===== src/hdl/sha1md_pkg.sv =====
// Shared types, constants and round functions for the SHA-1 digest block.
// No dependencies; imported by the front, the core and the top module.
`default_nettype none

package sha1md_pkg;

  localparam int QueueDepth = 4;

  localparam logic [7:0] PAD_MARK   = 8'h80;
  localparam logic [5:0] LEN_POS    = 6'd56;
  localparam logic [5:0] FILL_LAST  = 6'd63;
  localparam logic [6:0] ROUND_LAST = 7'd79;
  localparam logic [2:0] WORD_LAST  = 3'd4;

  localparam logic [31:0] HInit [0:4] = '{
    32'h67452301, 32'hEFCDAB89, 32'h98BADCFE, 32'h10325476, 32'hC3D2E1F0
  };

  // One classified message word as it travels from the front to the core.
  typedef struct packed {
    logic [7:0] data;
    logic       has_byte;
    logic       is_end;
  } cmd_t;

  typedef enum logic [1:0] {
    ST_RUN,
    ST_ROUND,
    ST_ADD,
    ST_OUT
  } core_state_t;

  typedef enum logic [2:0] {
    PH_DATA,
    PH_MARK,
    PH_ZERO,
    PH_LEN,
    PH_DONE
  } pad_phase_t;

  function automatic logic [31:0] round_const(input logic [6:0] r);
    logic [31:0] k;
    if (r < 7'd20) begin
      k = 32'h5A827999;
    end else if (r < 7'd40) begin
      k = 32'h6ED9EBA1;
    end else if (r < 7'd60) begin
      k = 32'h8F1BBCDC;
    end else begin
      k = 32'hCA62C1D6;
    end
    return k;
  endfunction

  function automatic logic [31:0] round_fn(input logic [6:0] r, input logic [31:0] b,
                                           input logic [31:0] c, input logic [31:0] d);
    logic [31:0] f;
    if (r < 7'd20) begin
      f = (b & c) | (~b & d);
    end else if (r < 7'd40) begin
      f = b ^ c ^ d;
    end else if (r < 7'd60) begin
      f = (b & c) | (b & d) | (c & d);
    end else begin
      f = b ^ c ^ d;
    end
    return f;
  endfunction

endpackage

`default_nettype wire


===== src/hdl/sha1md_fifo.sv =====
// Small first-in first-out queue between the front and the compression core.
// Generic payload width; depends on nothing else.
`default_nettype none

module sha1md_fifo #(
  parameter int DEPTH = 4,
  parameter int WIDTH = 10
) (
  input  wire logic             clk,
  input  wire logic             rst,
  input  wire logic             wr_en,
  input  wire logic [WIDTH-1:0] wr_data,
  output logic                  full,
  input  wire logic             rd_en,
  output logic [WIDTH-1:0]      rd_data,
  output logic                  empty
);

  localparam int AW = (DEPTH > 1) ? $clog2(DEPTH) : 1;
  localparam int CW = $clog2(DEPTH + 1);
  localparam logic [AW-1:0] PTR_LAST = AW'(DEPTH - 1);
  localparam logic [CW-1:0] COUNT_FULL = CW'(DEPTH);

  logic [WIDTH-1:0] mem [DEPTH];
  logic [AW-1:0]    wr_ptr;
  logic [AW-1:0]    rd_ptr;
  logic [CW-1:0]    count;
  logic             do_wr;
  logic             do_rd;

  assign full    = (count == COUNT_FULL);
  assign empty   = (count == '0);
  assign do_wr   = wr_en & ~full;
  assign do_rd   = rd_en & ~empty;
  assign rd_data = mem[rd_ptr];

  always_ff @(posedge clk) begin
    if (do_wr) begin
      mem[wr_ptr] <= wr_data;
    end
  end

  always_ff @(posedge clk) begin
    if (rst) begin
      wr_ptr <= '0;
      rd_ptr <= '0;
      count  <= '0;
    end else begin
      if (do_wr) begin
        wr_ptr <= (wr_ptr == PTR_LAST) ? '0 : wr_ptr + 1'b1;
      end
      if (do_rd) begin
        rd_ptr <= (rd_ptr == PTR_LAST) ? '0 : rd_ptr + 1'b1;
      end
      if (do_wr && !do_rd) begin
        count <= count + 1'b1;
      end else if (do_rd && !do_wr) begin
        count <= count - 1'b1;
      end
    end
  end

endmodule

`default_nettype wire


===== src/hdl/sha1md_front.sv =====
// Input stage: accepts message words, drops idle ones, forwards the rest.
// Depends on sha1md_pkg (cmd_t).
`default_nettype none

module sha1md_front
  import sha1md_pkg::*;
(
  input  wire logic       clk,
  input  wire logic       rst,
  input  wire logic [7:0] data_byte,
  input  wire logic       byte_valid,
  input  wire logic       end_of_message,
  input  wire logic       push,
  output logic            full,
  input  wire logic       q_full,
  output logic            q_push,
  output cmd_t            q_data
);

  logic hold_valid;
  cmd_t hold;
  logic accept;
  logic drain;

  assign full   = hold_valid & q_full;
  assign accept = push & ~full;
  assign drain  = hold_valid & ~q_full;
  // Drop words that neither carry a byte nor end the message.
  assign q_push = drain & (hold.has_byte | hold.is_end);
  assign q_data = hold;

  always_ff @(posedge clk) begin
    if (rst) begin
      hold_valid <= 1'b0;
    end else if (accept) begin
      hold_valid <= 1'b1;
    end else if (drain) begin
      hold_valid <= 1'b0;
    end
  end

  always_ff @(posedge clk) begin
    if (accept) begin
      hold.data     <= data_byte;
      hold.has_byte <= byte_valid;
      hold.is_end   <= end_of_message;
    end
  end

endmodule

`default_nettype wire


===== src/hdl/sha1md_core.sv =====
// Back end: byte packing, padding, 80-round compression and digest readout.
// Depends on sha1md_pkg (types, constants, round functions).
`default_nettype none

module sha1md_core
  import sha1md_pkg::*;
(
  input  wire logic        clk,
  input  wire logic        rst,
  input  wire logic        q_empty,
  input  wire cmd_t        q_data,
  output logic             q_pop,
  output logic             empty,
  input  wire logic        pop,
  output logic [31:0]      digest_word,
  output logic [2:0]       word_index,
  output logic             last_word
);

  core_state_t state;
  core_state_t state_next;
  pad_phase_t  phase;
  pad_phase_t  phase_next;

  logic [5:0]  fill;
  logic [63:0] bit_len;
  logic [23:0] acc;
  logic [31:0] w [16];
  logic [31:0] h [5];
  logic [31:0] a, b, c, d, e;
  logic [6:0]  round;
  logic [2:0]  out_idx;

  logic        ins_valid;
  logic [7:0]  ins_byte;
  logic [2:0]  len_sel;
  logic [7:0]  len_byte;
  logic [31:0] w_new;
  logic [31:0] t_sum;
  logic        out_done;

  // Length bytes go out most significant first.
  assign len_sel  = ~fill[2:0];
  assign len_byte = bit_len[{len_sel, 3'b000} +: 8];

  assign w_new = {w[13][30:0] ^ w[8][30:0] ^ w[2][30:0] ^ w[0][30:0],
                  w[13][31] ^ w[8][31] ^ w[2][31] ^ w[0][31]};
  assign t_sum = {a[26:0], a[31:27]} + round_fn(round, b, c, d) + e
               + round_const(round) + w[0];

  assign out_done = (state == ST_OUT) && pop && (out_idx == WORD_LAST);

  assign empty       = (state != ST_OUT);
  assign digest_word = h[out_idx];
  assign word_index  = out_idx;
  assign last_word   = (out_idx == WORD_LAST);

  always_comb begin
    state_next = state;
    case (state)
      ST_RUN: begin
        if (ins_valid && fill == FILL_LAST) begin
          state_next = ST_ROUND;
        end else if (phase == PH_DONE) begin
          state_next = ST_OUT;
        end
      end
      ST_ROUND: begin
        if (round == ROUND_LAST) begin
          state_next = ST_ADD;
        end
      end
      ST_ADD: begin
        state_next = ST_RUN;
      end
      ST_OUT: begin
        if (out_done) begin
          state_next = ST_RUN;
        end
      end
      default: begin
        state_next = ST_RUN;
      end
    endcase
  end

  // Padding phase: advance through mark, zero fill and length, then wait for readout.
  always_comb begin
    phase_next = phase;
    if (out_done) begin
      phase_next = PH_DATA;
    end else if (state == ST_RUN) begin
      case (phase)
        PH_DATA: begin
          if (q_pop && q_data.is_end) begin
            phase_next = PH_MARK;
          end
        end
        PH_MARK: begin
          phase_next = PH_ZERO;
        end
        PH_ZERO: begin
          if (fill == LEN_POS) begin
            phase_next = PH_LEN;
          end
        end
        PH_LEN: begin
          if (fill[2:0] == 3'd7) begin
            phase_next = PH_DONE;
          end
        end
        default: begin
          phase_next = phase;
        end
      endcase
    end
  end

  always_comb begin
    q_pop     = 1'b0;
    ins_valid = 1'b0;
    ins_byte  = '0;
    if (state == ST_RUN) begin
      case (phase)
        PH_DATA: begin
          if (!q_empty) begin
            q_pop     = 1'b1;
            ins_valid = q_data.has_byte;
            ins_byte  = q_data.data;
          end
        end
        PH_MARK: begin
          ins_valid = 1'b1;
          ins_byte  = PAD_MARK;
        end
        PH_ZERO: begin
          ins_valid = 1'b1;
          ins_byte  = (fill == LEN_POS) ? len_byte : 8'h00;
        end
        PH_LEN: begin
          ins_valid = 1'b1;
          ins_byte  = len_byte;
        end
        default: begin
          ins_valid = 1'b0;
        end
      endcase
    end
  end

  always_ff @(posedge clk) begin
    if (rst) begin
      state <= ST_RUN;
      phase <= PH_DATA;
    end else begin
      state <= state_next;
      phase <= phase_next;
    end
  end

  // Control: fill count, length, round and readout counters, and the chain values.
  always_ff @(posedge clk) begin
    if (rst) begin
      fill    <= '0;
      bit_len <= '0;
      round   <= '0;
      out_idx <= '0;
      for (int i = 0; i < 5; i++) begin
        h[i] <= HInit[i];
      end
    end else begin
      if (ins_valid) begin
        fill <= fill + 1'b1;
      end
      if (q_pop && q_data.has_byte) begin
        bit_len <= bit_len + 64'd8;
      end
      if (state == ST_ROUND) begin
        round <= round + 1'b1;
      end else begin
        round <= '0;
      end
      if (state == ST_ADD) begin
        h[0] <= h[0] + a;
        h[1] <= h[1] + b;
        h[2] <= h[2] + c;
        h[3] <= h[3] + d;
        h[4] <= h[4] + e;
      end
      if (state == ST_OUT && pop) begin
        out_idx <= (out_idx == WORD_LAST) ? '0 : out_idx + 1'b1;
      end
      // Reload the chain and clear the length for the next message.
      if (out_done) begin
        bit_len <= '0;
        for (int i = 0; i < 5; i++) begin
          h[i] <= HInit[i];
        end
      end
    end
  end

  // Datapath: byte packing, schedule window and working variables.
  always_ff @(posedge clk) begin
    if (ins_valid) begin
      acc <= {acc[15:0], ins_byte};
      if (fill[1:0] == 2'd3) begin
        for (int i = 0; i < 15; i++) begin
          w[i] <= w[i+1];
        end
        w[15] <= {acc, ins_byte};
      end
    end
    if (state == ST_RUN && ins_valid && fill == FILL_LAST) begin
      a <= h[0];
      b <= h[1];
      c <= h[2];
      d <= h[3];
      e <= h[4];
    end
    if (state == ST_ROUND) begin
      for (int i = 0; i < 15; i++) begin
        w[i] <= w[i+1];
      end
      w[15] <= w_new;
      e <= d;
      d <= c;
      c <= {b[1:0], b[31:2]};
      b <= a;
      a <= t_sum;
    end
  end

endmodule

`default_nettype wire


===== src/hdl/sha1_message_digest.sv =====
// SHA-1 digest of a byte stream, one message word (byte, valid, end) per push.
// Throughput: one byte per cycle into the block while the core packs bytes; input
// stalls once the queue fills during the 80 rounds and chain update of each 64-byte block.
// After the ending word: padding bytes at one per cycle between compressions, one or
// two compressions, then five digest words paced by pop.
// Reset (rst, synchronous): queues empty, chain at the initial values, length zero.
`default_nettype none

module sha1_message_digest
  import sha1md_pkg::*;
#(
  parameter int QUEUE_DEPTH = QueueDepth
) (
  input  wire logic        clk,
  input  wire logic        rst,
  // Message side: a word is taken when push is high and full is low.
  input  wire logic [7:0]  data_byte,
  input  wire logic        byte_valid,
  input  wire logic        end_of_message,
  input  wire logic        push,
  output logic             full,
  // Digest side: the oldest word is shown while empty is low; pop takes it.
  output logic [31:0]      digest_word,
  output logic [2:0]       word_index,
  output logic             last_word,
  output logic             empty,
  input  wire logic        pop
);

  localparam int CmdWidth = $bits(cmd_t);

  logic                q_push;
  logic                q_full;
  logic                q_pop;
  logic                q_empty;
  cmd_t                q_wr;
  cmd_t                q_rd;
  logic [CmdWidth-1:0] q_rd_bits;

  // Front: register the incoming word and drop idle ones.
  sha1md_front u_front (
    .clk            (clk),
    .rst            (rst),
    .data_byte      (data_byte),
    .byte_valid     (byte_valid),
    .end_of_message (end_of_message),
    .push           (push),
    .full           (full),
    .q_full         (q_full),
    .q_push         (q_push),
    .q_data         (q_wr)
  );

  // Queue: lets the front keep taking words while the core runs its rounds.
  sha1md_fifo #(
    .DEPTH (QUEUE_DEPTH),
    .WIDTH (CmdWidth)
  ) u_queue (
    .clk     (clk),
    .rst     (rst),
    .wr_en   (q_push),
    .wr_data (q_wr),
    .full    (q_full),
    .rd_en   (q_pop),
    .rd_data (q_rd_bits),
    .empty   (q_empty)
  );

  assign q_rd = cmd_t'(q_rd_bits);

  // Core: pack bytes, pad, compress, and hold the digest until popped.
  sha1md_core u_core (
    .clk         (clk),
    .rst         (rst),
    .q_empty     (q_empty),
    .q_data      (q_rd),
    .q_pop       (q_pop),
    .empty       (empty),
    .pop         (pop),
    .digest_word (digest_word),
    .word_index  (word_index),
    .last_word   (last_word)
  );

endmodule

`default_nettype wire

===== config.mk =====
export PLATFORM = sky130hd
export DESIGN_NAME = sha1_message_digest
export DESIGN_NICKNAME = d
export VERILOG_FILES = /design/src/hdl/sha1md_pkg.sv /design/src/hdl/sha1md_fifo.sv /design/src/hdl/sha1md_front.sv /design/src/hdl/sha1md_core.sv /design/src/hdl/sha1_message_digest.sv
export SDC_FILE = /design/constraint.sdc
export NUM_CORES = 2
export LEC_CHECK = 0
export BUFFER_PORTS_ARGS = -buffer_cell sky130_fd_sc_hd__buf_2
export CORE_MARGIN = 2
export CORE_UTILIZATION = 35
export CTS_CLUSTER_SIZE = 20
export DETAILED_ROUTE_END_ITERATION = 10
export PLACE_DENSITY = 0.48
export SETUP_SLACK_MARGIN = 0.05
export SLEW_MARGIN = 20
export SYNTH_ARGS = -nofsm -noshare
export SYNTH_HDL_FRONTEND = slang
export SYNTH_HIERARCHICAL = 1
export SYNTH_SLANG_ARGS = --single-unit
export TNS_END_PERCENT = 5

===== constraint.sdc =====
create_clock -name clk -period 25.5 [get_ports clk]
set_input_delay 5.1 -clock clk [delete_from_list [all_inputs] [get_ports clk]]
set_output_delay 5.1 -clock clk [all_outputs]
set_load 0.05 [all_outputs]

# Word-level counts from Yosys, hierarchy flattened
# Memory sizes are Yosys's and may differ from the RTL's. A register that Yosys moved wholly into a read port is not among the register bits.
# Cells that the tools add are included.
# totals
n_memories,3
mem_bits_rw,712
inputBits,14
register_bits,287
# memory_table
name,depth,word_bits,read_ports,rd_ports_with_merged_regs,wr,line_no,text
u_core.w,16,32,16,0,16,sha1md_core.sv:28,logic [31:0] w [16];
u_core.h,5,32,6,1,5,sha1md_core.sv:29,logic [31:0] h [5];
u_queue.mem,4,10,1,1,1,sha1md_fifo.sv:24,logic [WIDTH-1:0] mem [DEPTH];
# classes
n_shift,1
mux,87
n_eq_ne,23
reduce_logical,23
n_bitwise,54
order_cmp,3
n_addsub,17
# op_table
operator,count
$mux 32,41
$add 32x32->32,9
$and 32x32->32,4
$or 32x32->32,3
$xor 31x31->31,3
$add 64x4->64 const B,1
$shiftx 64x7->8,1
$xor 32x32->32,2
$not 32->32,1
$pmux 8 s4,1
$mux 31,1
$or 1x1->1,27
$mux 3,8
$mux 8,3
$mux 1,22
$mux 2,8
$lt 7x6->1 const B,2
$eq 3x3->1 const B,4
$eq 6x6->1 const B,2
$pmux 3 s4,1
$eq 2x2->1 const B,5
$ne 2x1->1 const B,5
$logic_and 1x1->1,9
$pmux 2 s4,1
26 further kinds,44

# Longest topological paths before layout
# logic_depth
ltp_word,11
mapped_depth,24
depth_no_buf,24

# Cells and area by module
# Netlist, hierarchy kept.
# by_module_without_submodules
module,cells_per_inst,instances,area_per_inst_um2,seq_area_each_um2
sha1md_core,3660,1,47514.3,27406.3
sha1md_fifo,102,1,1930.6,1381.3
sha1md_front,17,1,357.8,320.3

# Worst setup path after synthesis
# No wires, ideal clock.
# synth_path
path_type,reg-to-reg
start,register with a tool-made name
end,memory u_core.w[0][0] (enable)
slack_ns,11.190
period_less_slack_ns,14.310
t_required_ns,21.863
path_stages_with_launch,9
path_buffers,3
t_arrival_ns,10.673
setup_ns,3.637
path_cell_list,dfxtp_1 -> buf_2 -> mux4_2 -> nand2_1 -> a21oi_2 -> nand2_1 -> clkbuf_1 -> clkbuf_1 -> nand2_1
# synth_lines
item,line_no
"end, declared",sha1md_core.sv:28

==> load_flow_metrics.sql <==
INSERT INTO impl_metrics (metric_group, metric, value, unit) VALUES
('synthesis', 'synth.area.top_cells', 'sky130_fd_sc_hd__edfxtp_1 (55%), sky130_fd_sc_hd__ha_1 (5.2%), sky130_fd_sc_hd__fa_1 (5.1%)', ''),
('detailed_routing', 'drt-initial-drc-count', '2363', ''),
('synthesis', 'postSynthAreaPerCell', '13.2', 'sq um'),
('detailed_routing', 'avgRoutedWirePerCell', '21.1', 'um'),
('detailed_routing', 'route.vias.total', '29400', ''),
('synthesis', 'ys_warn_count', '6', ''),
('global_routing', 'antenna_violations_before_repair', '2', ''),
('timing', 'grt_setup_unrepaired', 'no', ''),
('detailed_routing', 'routed_wirelength', '124000', 'um'),
('synthesis', 'syn_inst', '3779', ''),
('pwr', 'cellPowerDensity', '67.7', 'nW/um^2'),
('timing', 'sum_neg_setup_slack', '0', 'ps'),
('cells_and_area', 'areaGrowthSynthToFinish', '12.8', '%'),
('pwr', 'leakage', '19.9', 'nW'),
('synthesis', 'syn-cell-area', '49800', 'sq um'),
('synthesis', 'asyncSetResetFlopFracSynth', '0', '%'),
('global_routing', 'grt_max_degree', '187', ''),
('floorplanning', 'floorplan.die_area', '145000', 'sq um'),
('pwr', 'ir_drop', '59.1', 'uV'),
('worst_setup_path', 'setup.worst_path.end_class', 'flip-flop', ''),
('synthesis', 'number_of_synthesized_register_bits', '1001', ''),
('detailed_routing', 'drc', '0', ''),
('worst_setup_path', 'critical_path_class', 'in -> reg', ''),
('global_routing', 'grt_first_pass_wirelength', '186000', 'um'),
('min_path', 'min_delay_path_depth', '0', ''),
('clock_network', 'clock_latency_of_the_later_clocked_register_in_the_worst_skew_pair', '750', 'ps'),
('placement', 'numPortBuffers', '51', ''),
('detailed_routing', 'drt.antenna.violating_nets', '0', ''),
('floorplanning', 'initial_utilization', '35.2', '%'),
('cells_and_area', 'post_route_cells_drive_above_1_share', '12.9', '%'),
('worst_setup_path', 'timing.critical_path.arrival', '8910', 'ps'),
('timing', 'final.min_clock_period', '8580', 'ps'),
('clock_network', 'cts_resized', '0', ''),
('synthesis', 'synth_flop_cell', 'sky130_fd_sc_hd__edfxtp_1', ''),
('global_routing', 'vias_in_the_first_global_route', '29100', ''),
('clock_network', 'post-cts-setup-buffers', '0', ''),
('clock_network', 'cts_htree_levels', '3', ''),
('worst_setup_path', 'critPathMaxFanout', '67', ''),
('clock_network', 'clk_transition_reported_paths', '60', 'ps'),
('timing', 'worst_pin_slew', '1120', 'ps'),
('clock_network', 'cts_buffer_depth', '3', ''),
('worst_setup_path', 'required', '25830', 'ps'),
('floorplanning', 'die-height', '381', 'um'),
('floorplanning', 'std_cell_rows', '138', ''),
('detailed_routing', 'first_pass_iters', '5', ''),
('job', 'maxCapViolations', '0', ''),
('global_routing', 'globalRouteOverflowTotal', '0', ''),
('synthesis', 'seq_total_area_yosys', '58.4', '%'),
('timing', 'fin_skew', '50.6', 'ps'),
('worst_setup_path', 'worstRegToRegCells', '24', ''),
('cells_and_area', 'regArea', '29100', 'sq um'),
('placement', 'gp_routability_congestion', '0.842', ''),
('floorplanning', 'fp.coreArea', '141000', 'sq um'),
('synthesis', 'synth_top_cell_by_area', 'sky130_fd_sc_hd__edfxtp_1', ''),
('detailed_routing', 'drt-vias-per-instance', '5.02', ''),
('worst_setup_path', 'worstSetupStartpointType', 'input port', ''),
('timing', 'period_share', '33.6', '%'),
('timing', 'timing.final.setup_violations', '0', ''),
('synthesis', 'syn-num-nets', '4125', ''),
('timing', 'fmaxAchievable', '117', 'MHz'),
('cells_and_area', 'final_nets', '4221', ''),
('timing', 'final-max-slew-violation-count', '0', ''),
('placement', 'dpl_cell_area', '52300', 'sq um'),
('min_path', 'holdCritPathClass', 'reg -> reg', ''),
('synthesis', 'synth_cell_type_count', '97', ''),
('clock_network', 'hold_buf_cts', '0', ''),
('cells_and_area', 'design_area', '56200', 'sq um'),
('clock_network', 'cts_tree', 'built', ''),
('status', 'run_status', 'finished clean', ''),
('global_routing', 'grt_usage', '16.9', '%'),
('cells_and_area', 'area_of_combinational_cells_with_multiple_inputs', '19400', 'sq um'),
('synthesis', 'netlist.area_leader.share', '54.6', '%'),
('timing', 'worst_slew_margin_rel', '24.4', '%'),
('clock_network', 'cts_inserted_buffers', '111', ''),
('placement', 'place.detailed.hpwl', '86500', 'um'),
('cells_and_area', 'fillerInstances', '13400', ''),
('clock_network', 'cts.sinks', '1001', ''),
('timing', 'timing.final.hold_violations', '0', ''),
('synthesis', 'synth_enable_flop_cells', '906', ''),
('floorplanning', 'pin_count', '52', ''),
('clock_network', 'cts.root.buffer_cell', 'sky130_fd_sc_hd__clkbuf_16', ''),
('floorplanning', 'die-width', '381', 'um');
## area by class of cell
cell class,instances,area share (%)
Tap cell,1890,4.21
Sequential cell,1001,51.8
Inverter,265,1.78
Multi-Input combinational cell,2414,34.4
Clock buffer,150,5.64
Timing Repair Buffer,82,0.913
Clock inverter,58,1.21
Antenna cell,2,0.00891
## synthesized netlist by cell type, types with 4 or more instances
| master | n |
|---|---|
| sky130_fd_sc_hd__a211o_1 | 5 |
| sky130_fd_sc_hd__a211oi_1 | 22 |
| sky130_fd_sc_hd__a21o_1 | 81 |
| sky130_fd_sc_hd__a21oi_1 | 192 |
| sky130_fd_sc_hd__a221o_1 | 7 |
| sky130_fd_sc_hd__a221oi_1 | 19 |
| sky130_fd_sc_hd__a31oi_1 | 19 |
| sky130_fd_sc_hd__a41oi_1 | 7 |
| sky130_fd_sc_hd__and2_1 | 20 |
| sky130_fd_sc_hd__and3_1 | 23 |
| sky130_fd_sc_hd__and3_2 | 4 |
| sky130_fd_sc_hd__and4_1 | 9 |
| sky130_fd_sc_hd__buf_1 | 7 |
| sky130_fd_sc_hd__clkbuf_1 | 86 |
| sky130_fd_sc_hd__dfxtp_1 | 95 |
| sky130_fd_sc_hd__edfxtp_1 | 906 |
| sky130_fd_sc_hd__fa_1 | 126 |
| sky130_fd_sc_hd__ha_1 | 206 |
| sky130_fd_sc_hd__inv_1 | 262 |
| sky130_fd_sc_hd__mux2_2 | 136 |
| sky130_fd_sc_hd__mux2i_1 | 43 |
| sky130_fd_sc_hd__mux4_2 | 55 |
| sky130_fd_sc_hd__nand2_1 | 275 |
| sky130_fd_sc_hd__nand2b_1 | 27 |
| sky130_fd_sc_hd__nand3_1 | 54 |
| sky130_fd_sc_hd__nand4_1 | 22 |
| sky130_fd_sc_hd__nor2_1 | 287 |
| sky130_fd_sc_hd__nor2_2 | 4 |
| sky130_fd_sc_hd__nor2b_1 | 27 |
| sky130_fd_sc_hd__nor3_1 | 45 |
| sky130_fd_sc_hd__nor3b_1 | 7 |
| sky130_fd_sc_hd__o2111ai_1 | 4 |
| sky130_fd_sc_hd__o211ai_1 | 8 |
| sky130_fd_sc_hd__o21a_1 | 32 |
| sky130_fd_sc_hd__o21ai_0 | 175 |
| sky130_fd_sc_hd__o21ai_1 | 17 |
| sky130_fd_sc_hd__o21bai_1 | 15 |
| sky130_fd_sc_hd__o221a_2 | 11 |
| sky130_fd_sc_hd__o221ai_1 | 6 |
| sky130_fd_sc_hd__o31a_1 | 6 |
| sky130_fd_sc_hd__o31ai_1 | 4 |
| sky130_fd_sc_hd__or2_2 | 10 |
| sky130_fd_sc_hd__or3_1 | 29 |
| sky130_fd_sc_hd__xnor2_1 | 183 |
| sky130_fd_sc_hd__xor2_1 | 120 |
## flip-flops by register name, indices dropped and copies added (netlist names), 3 cells and up, named ones only
register           count
u_front/q_data        10
u_core/acc            24
u_core/a              32
u_queue/mem           40
u_core/word_index      3
u_core/round           7
u_core/b              32
u_core/bit_len        61
u_core/c              32
u_core/h             160
u_core/w             512
u_core/fill            6
u_core/d              32
u_queue/count          3
u_core/e              32
u_core/phase           3
## critical path: stages
cell,delay (ps)
sky130_fd_sc_hd__buf_2,450
sky130_fd_sc_hd__a21o_2,170
sky130_fd_sc_hd__buf_4,600
sky130_fd_sc_hd__nand2b_4,870
sky130_fd_sc_hd__buf_4,680
sky130_fd_sc_hd__buf_4,880
## stage by stage
stage	util [%]	worst slack (ps)	power (mW)	hold WS (ps)	instances
global route	39.7	16650	3.95	406	5860
detailed placement	37.0	16080	2.17	405	5652
CTS	39.7	16860	3.87	398	5860
finish	39.7	16920	3.80	401	5862
global placement	37.0	16130	2.17	400	5652
floorplan	-	11190	2.10	400	3779
## per-layer routing
layer,vias to the layer above,wire length [um],global-route usage (%)
met5,-,13,0
met4,2,2830,4.47
met3,163,5460,3.06
met2,539,56200,26.2
met1,14700,59500,24.4
li1,14000,-,-
## cell families (layout without fill, tap and decap cells)
group / after synthesis / count (layout) / share of synthesized area [%]
multiplexers: 234 / 234 / 6.43
flip-flops: 1001 / 1001 / 58.4
AO/OA/AOI/OAI: 668 / 668 / 8.50
other: 0 / 2 / 0
XOR/XNOR: 303 / 303 / 5.33
adder cells (fa/ha/maj): 332 / 332 / 10.2
AND/OR/NAND/NOR: 877 / 877 / 8.26
buffers and inverters: 364 / 555 / 2.80
## worst paths after layout
path	slack [ps]	end	startpoint
setup / recovery	16920	u_core/h[3][26]$_SDFFCE_PP0P_	rst
setup reg to reg	18630	u_core/a[31]$_DFFE_PP_	u_core/round[3]$_SDFF_PP0_
hold / removal	400	u_core/w[1][163]$_DFFE_PP_	u_core/w[1][195]$_DFFE_PP_
hold reg to reg	400	u_core/w[1][163]$_DFFE_PP_	u_core/w[1][195]$_DFFE_PP_
## cell usage in the layout (no fill, tap or decap), types with 126 or more instances in the layout
cell type / instances
sky130_fd_sc_hd__o21ai_0: 175
sky130_fd_sc_hd__mux2_2: 136
sky130_fd_sc_hd__a21oi_1: 192
sky130_fd_sc_hd__inv_1: 262
sky130_fd_sc_hd__nor2_1: 286
sky130_fd_sc_hd__nand2_1: 272
sky130_fd_sc_hd__edfxtp_1: 906
sky130_fd_sc_hd__xnor2_1: 183
sky130_fd_sc_hd__ha_1: 206
sky130_fd_sc_hd__fa_1: 126
## power by group
part           leakage, nW  internal, mW  switching (mW)  total, mW
logic                 9.28        0.0861           0.148      0.234
registers             8.79          1.85          0.0483       1.90
clock network         1.87         0.977           0.693       1.67
No activity file was read; power rests on OpenSTA's default activity.
